--- src/rtl/sbm_pkg.sv ---
// Shared types and constants for the serial bank mapper.
`default_nettype none
package sbm_pkg;

    localparam int RAM_BYTES = 8192;
    localparam int RAM_AW    = $clog2(RAM_BYTES);

    localparam logic [1:0] ACT_CPU_RD = 2'd0;
    localparam logic [1:0] ACT_CPU_WR = 2'd1;
    localparam logic [1:0] ACT_PPU_RD = 2'd2;
    localparam logic [1:0] ACT_PPU_WR = 2'd3;

    localparam logic [1:0] ST_NONE   = 2'd0;
    localparam logic [1:0] ST_MAPPED = 2'd1;
    localparam logic [1:0] ST_RAM_RD = 2'd2;
    localparam logic [1:0] ST_RAM_WR = 2'd3;

    localparam logic [1:0] SEL_CONTROL = 2'd0;
    localparam logic [1:0] SEL_CHR0    = 2'd1;
    localparam logic [1:0] SEL_CHR1    = 2'd2;
    localparam logic [1:0] SEL_PRG     = 2'd3;

    localparam logic [1:0] PRG_MODE_FIX_FIRST = 2'd2;
    localparam logic [1:0] PRG_MODE_FIX_LAST  = 2'd3;

    typedef struct packed {
        logic [1:0]  action;
        logic [15:0] address;
        logic [7:0]  write_byte;
    } t_sbm_in;

    typedef struct packed {
        logic [1:0]  status;
        logic [17:0] mapped_address;
        logic [7:0]  read_byte;
        logic [1:0]  mirroring;
    } t_sbm_out;

    // Register-file request for one transaction.
    typedef struct packed {
        logic       cpu_rd;
        logic       ld_we;
        logic [1:0] ld_sel;
        logic       ld_reset;
        logic       ld_bit;
    } t_sbm_req;

    // Mapping state seen by the datapath.
    typedef struct packed {
        logic [17:0] prg_off0;
        logic [17:0] prg_off1;
        logic [16:0] chr_off0;
        logic [16:0] chr_off1;
        logic        ram_en;
        logic [1:0]  mirror_next;
    } t_sbm_map;

endpackage
`default_nettype wire

--- src/rtl/sbm_regs.sv ---
// Serial loader, mapper registers and bank offset state.
`default_nettype none
module sbm_regs (
    input  wire logic             i_clk,
    input  wire logic             i_rst_n,
    input  wire logic             i_cfg_we,
    input  wire logic [4:0]       i_cfg_wdata,
    input  wire sbm_pkg::t_sbm_req i_req,
    output sbm_pkg::t_sbm_map     o_map
);

    logic [5:0]  r_shift,   n_shift;
    logic [4:0]  r_control, n_control;
    logic [4:0]  r_chr_lo,  n_chr_lo;
    logic [4:0]  r_chr_hi,  n_chr_hi;
    logic [3:0]  r_prg_sel, n_prg_sel;
    logic        r_ram_en,  n_ram_en;
    logic        r_blocked, n_blocked;
    logic [1:0]  r_mirror,  n_mirror;
    logic [4:0]  r_count,   n_count;
    logic [17:0] r_prg_off0, n_prg_off0;
    logic [17:0] r_prg_off1, n_prg_off1;
    logic [16:0] r_chr_off0, n_chr_off0;
    logic [16:0] r_chr_off1, n_chr_off1;

    logic [5:0] shifted;
    logic [4:0] value;
    logic [4:0] count_m1;
    logic [4:0] cfg_m1;

    always_comb begin
        n_shift    = r_shift;
        n_control  = r_control;
        n_chr_lo   = r_chr_lo;
        n_chr_hi   = r_chr_hi;
        n_prg_sel  = r_prg_sel;
        n_ram_en   = r_ram_en;
        n_blocked  = r_blocked;
        n_mirror   = r_mirror;
        n_count    = r_count;
        n_prg_off0 = r_prg_off0;
        n_prg_off1 = r_prg_off1;
        n_chr_off0 = r_chr_off0;
        n_chr_off1 = r_chr_off1;
        shifted    = {i_req.ld_bit, r_shift[5:1]};
        value      = shifted[5:1];
        count_m1   = r_count - 5'd1;
        cfg_m1     = i_cfg_wdata - 5'd1;

        if (i_req.cpu_rd) begin
            n_blocked = 1'b0;
        end

        if (i_req.ld_we && !r_blocked) begin
            if (i_req.ld_reset) begin
                n_shift   = 6'b100000;
                n_control = r_control | 5'h0C;
                n_blocked = 1'b1;
            end else if (!shifted[0]) begin
                n_shift = shifted;
            end else begin
                n_shift = 6'b100000;
                unique case (i_req.ld_sel)
                    sbm_pkg::SEL_CONTROL: begin
                        n_control = value;
                        n_mirror  = value[1:0];
                    end
                    sbm_pkg::SEL_CHR0: n_chr_lo = value;
                    sbm_pkg::SEL_CHR1: n_chr_hi = value;
                    sbm_pkg::SEL_PRG: begin
                        n_prg_sel = value[3:0];
                        n_ram_en  = value[4];
                    end
                    default: n_shift = 6'b100000;
                endcase

                case (n_control[3:2])
                    sbm_pkg::PRG_MODE_FIX_FIRST: begin
                        n_prg_off0 = '0;
                        n_prg_off1 = {n_prg_sel, 14'h0};
                    end
                    sbm_pkg::PRG_MODE_FIX_LAST: begin
                        n_prg_off0 = {n_prg_sel, 14'h0};
                        n_prg_off1 = {count_m1[3:0], 14'h0};
                    end
                    default: begin
                        n_prg_off0 = {n_prg_sel[3:1], 1'b0, 14'h0};
                        n_prg_off1 = {n_prg_sel[3:1], 1'b1, 14'h0};
                    end
                endcase

                if (n_control[4]) begin
                    n_chr_off0 = {n_chr_lo, 12'h0};
                    n_chr_off1 = {n_chr_hi, 12'h0};
                end else begin
                    n_chr_off0 = {n_chr_lo[4:1], 1'b0, 12'h0};
                    n_chr_off1 = {n_chr_lo[4:1], 1'b1, 12'h0};
                end
            end
        end

        if (i_cfg_we) begin
            n_count = i_cfg_wdata;
            if (r_control[3:2] == sbm_pkg::PRG_MODE_FIX_LAST) begin
                n_prg_off1 = {cfg_m1[3:0], 14'h0};
            end
        end
    end

    always_ff @(posedge i_clk) begin
        if (!i_rst_n) begin
            r_shift    <= 6'b100000;
            r_control  <= 5'h0C;
            r_chr_lo   <= '0;
            r_chr_hi   <= '0;
            r_prg_sel  <= '0;
            r_ram_en   <= 1'b0;
            r_blocked  <= 1'b0;
            r_mirror   <= '0;
            r_count    <= 5'd2;
            r_prg_off0 <= '0;
            r_prg_off1 <= 18'h04000;
            r_chr_off0 <= '0;
            r_chr_off1 <= 17'h01000;
        end else begin
            r_shift    <= n_shift;
            r_control  <= n_control;
            r_chr_lo   <= n_chr_lo;
            r_chr_hi   <= n_chr_hi;
            r_prg_sel  <= n_prg_sel;
            r_ram_en   <= n_ram_en;
            r_blocked  <= n_blocked;
            r_mirror   <= n_mirror;
            r_count    <= n_count;
            r_prg_off0 <= n_prg_off0;
            r_prg_off1 <= n_prg_off1;
            r_chr_off0 <= n_chr_off0;
            r_chr_off1 <= n_chr_off1;
        end
    end

    assign o_map.prg_off0    = r_prg_off0;
    assign o_map.prg_off1    = r_prg_off1;
    assign o_map.chr_off0    = r_chr_off0;
    assign o_map.chr_off1    = r_chr_off1;
    assign o_map.ram_en      = r_ram_en;
    assign o_map.mirror_next = n_mirror;

endmodule
`default_nettype wire

--- config.mk ---
export PLATFORM = sky130hd
export DESIGN_NAME = sbm_regs
export DESIGN_NICKNAME = d
export VERILOG_FILES = /design/src/rtl/sbm_pkg.sv /design/src/rtl/sbm_regs.sv
export SDC_FILE = /design/constraint.sdc
export NUM_CORES = 1
export LEC_CHECK = 0
export BUFFER_PORTS_ARGS = -buffer_cell sky130_fd_sc_hd__buf_2
export CORE_ASPECT_RATIO = 1.25
export CORE_MARGIN = 5
export CORE_UTILIZATION = 35
export CTS_CLUSTER_SIZE = 8
export DETAILED_ROUTE_END_ITERATION = 7
export RECOVER_POWER = 50
export SYNTH_ARGS = -nofsm -noshare
export SYNTH_HDL_FRONTEND = slang
export SYNTH_SLANG_ARGS = --single-unit
--- constraint.sdc ---
create_clock -name i_clk -period 3.6 [get_ports i_clk]
set_input_delay 0.72 -clock i_clk [delete_from_list [all_inputs] [get_ports i_clk]]
set_output_delay 0.72 -clock i_clk [all_outputs]
set_load 0.1 [all_outputs]
==> results.toml <==
[floorplanning]
core_area_mm2 = 0.00784
io_pins = 87
dieWidth_um = 90.4
dieArea_mm2 = 0.00998
die_h_um = 110
initial_core_util = 0.361
fp-row-count = 36

[timing]
tightest_slew_ns = 0.953
fmax_mhz = 341
post-route-period-util = 0.816
layout_min_cycle_time_ns = 2.94
finalHoldViolations = 0
finClkSkew_ns = 0.00326
slew_violations = 0
rsz0062_at_grt = "false"
maxSlewHeadroom = 0.364
fin_setup_tns_ns = 0
setup_viol = 0

[run]
drv_cap = 0

[critical_path]
crit_path_cell_trace = "clkbuf_1 > nor2_1 > nand2_1 > mux2_1 > buf_2"
start_kind = "primary input"
crit_type = "primary input to output pin"
cp_slowest_cell = "clkbuf_1"
cp.required_ns = 2.88
worst_path_largest_cell_delay_ns = 0.49
critPathCaptureType = "output pin"
r2r_cells = 4
arrival_ns = 2.22
critPathMaxFanout = 16
ff2ff_setup_slack_ns = 1.94

[detailed_routing]
wl_met2_um = 2810
num_vias = 2145
top_layer_used = "met4"
wl_um = 5980
firstDrtPassIters = 4
vias_per_cell = 4.71
initialDrtViolationCount = 62
wl_met1_um = 2550
route.detailed.drc = 0
wl_per_cell_um = 13.1
ant_nets = 0
met3_length_um = 501

[grt]
grt_overflow_total = 0
antenna_found_initial = 0
grt_pass1_wl_um = 10100
track_usage = 0.123
grt_max_degree = 31
grt_pass1_vias = 2080

[cells_and_area]
area_growth_pct = 10.0
fillers = 828
layout-drive-gt1-share = 0.200
nNetsFinal = 371
diodes = 0
fin_util = 0.397
regArea_mm2 = 0.00116
multi_input_area_mm2 = 0.00134
stdcell_count = 455

[clocking]
cts_buffer_depth = 2
cts_setup_buffers = 0
cts_tree = "yes"
clock-sinks = 58
clk_pin_slew_ns = 0.06
htree_num_levels = 3
insertion_delay_ns = 0.33
cts_hold_buf = 0
post_cts_resized = 0
cts-root-buf = "clkbuf_8"
numCtsBuffers = 9

[power_and_ir_drop]
p_per_area_mw_per_mm2 = 496
power.leakage_nw = 1.36
ir_worst_vdd_mv = 0.298

[synth]
synth_most_common_cell = "dfxtp_1"
ys_types = 58
avgSynthCellArea_um2 = 8.89
synth_edf_count = 0
async_flop_share = 0
synth_cells = 318
seq_area_frac_synth = 0.411
synth_seq_cells = 58
synth_top_area_frac = 0.411
synth.cell_area_mm2 = 0.00283
synth_flop_cell = "dfxtp_1"
yosysTopAreaCell = "dfxtp_1"
synth_common_cells = "dfxtp_1 (58), buf_4 (45), nand2_1 (31), a21oi_1 (20)"
yosys_warnings = 0
netlist_top_cells_area = "dfxtp_1 (41%), buf_4 (12%), nand2_1 (4.1%)"

[placement]
portBuffers = 47
dp_hpwl_um = 4330
gp_congestion = 0.817
placedCellCount = 439

[run_status]
run_status = "completed"

[worst_hold_path]
whs_path_depth = 2
hold_class = "flop to flop"
## power breakdown
group	internal (mW)	total (mW)	switching [mW]
combinational	0.0327	0.279	0.247
sequential	0.650	0.660	0.00947
clock	0.353	0.603	0.249
## critical path, delay by kind of cell
kind	cells	cell delay [ns]
buffers and inverters	2	0.79
and+or+nand+nor	2	0.35
muxes	1	0.35
## layout by cell type (no fill, tap or decap), types with 9 or more instances in the layout
cell      instances
dfxtp_1          58
buf_2            45
conb_1           38
nand2_1          32
a21oi_1          20
nor2_1           18
nand3_1          14
and2_1           11
clkbuf_8         11
inv_1             9
a211oi_1          9
## registers in the layout, indices dropped and copies added, names as in the netlist, 3 cells and up
register,count
r_chr_hi,5
r_count,4
r_prg_off1,18
r_control,3
r_prg_off0,4
r_chr_lo,5
r_shift,5
r_prg_sel,4
r_chr_off1,5
## path summary, 6_finish.rpt
check / from / endpoint
max: i_req[3] / o_map[0]
min: r_chr_hi[2] / r_chr_hi[2]
max reg2reg: r_shift[5] / r_prg_off1[14]
min reg2reg: r_chr_hi[2] / r_chr_hi[2]
## per-stage QoR
stage	power, mW	hold WS (ns)	cell area, um^2	setup slack [ns]
2_1_floorplan	0.960	0.433	2970	1.30
3_3_place_gp	0.953	0.437	2920	0.942
3_5_place_dp	0.954	0.442	2920	0.932
4_1_cts	1.56	0.458	3120	0.932
5_1_grt	1.61	0.465	3110	0.540
6_report	1.54	0.454	3110	0.663
## per-layer routing
| metal | up-vias | track usage |
|---|---|---|
| li1 | 1096 | - |
| met1 | 964 | 0.143 |
| met2 | 74 | 0.201 |
| met3 | 11 | 0.0469 |
| met4 | 0 | 0.0497 |
| met5 | - | 0 |
## area by class of cell
class,instances,share of cell area
multi-input cells,227,0.430
flip-flops and latches,58,0.373
repair buffers,50,0.0821
clock buffers,11,0.0487
well taps,95,0.0382
clock inverters,5,0.0169
inverters,9,0.0109
## cell families after synthesis
logic type,synth area share
compound gates,0.147
xor+xnor,0.00930
fa+ha+maj,0.00885
buf+inv,0.162
flops,0.411
mux,0.0469
other cells,0.00133
simple gates,0.214
Note: power is estimated with default switching activity, not from simulation.
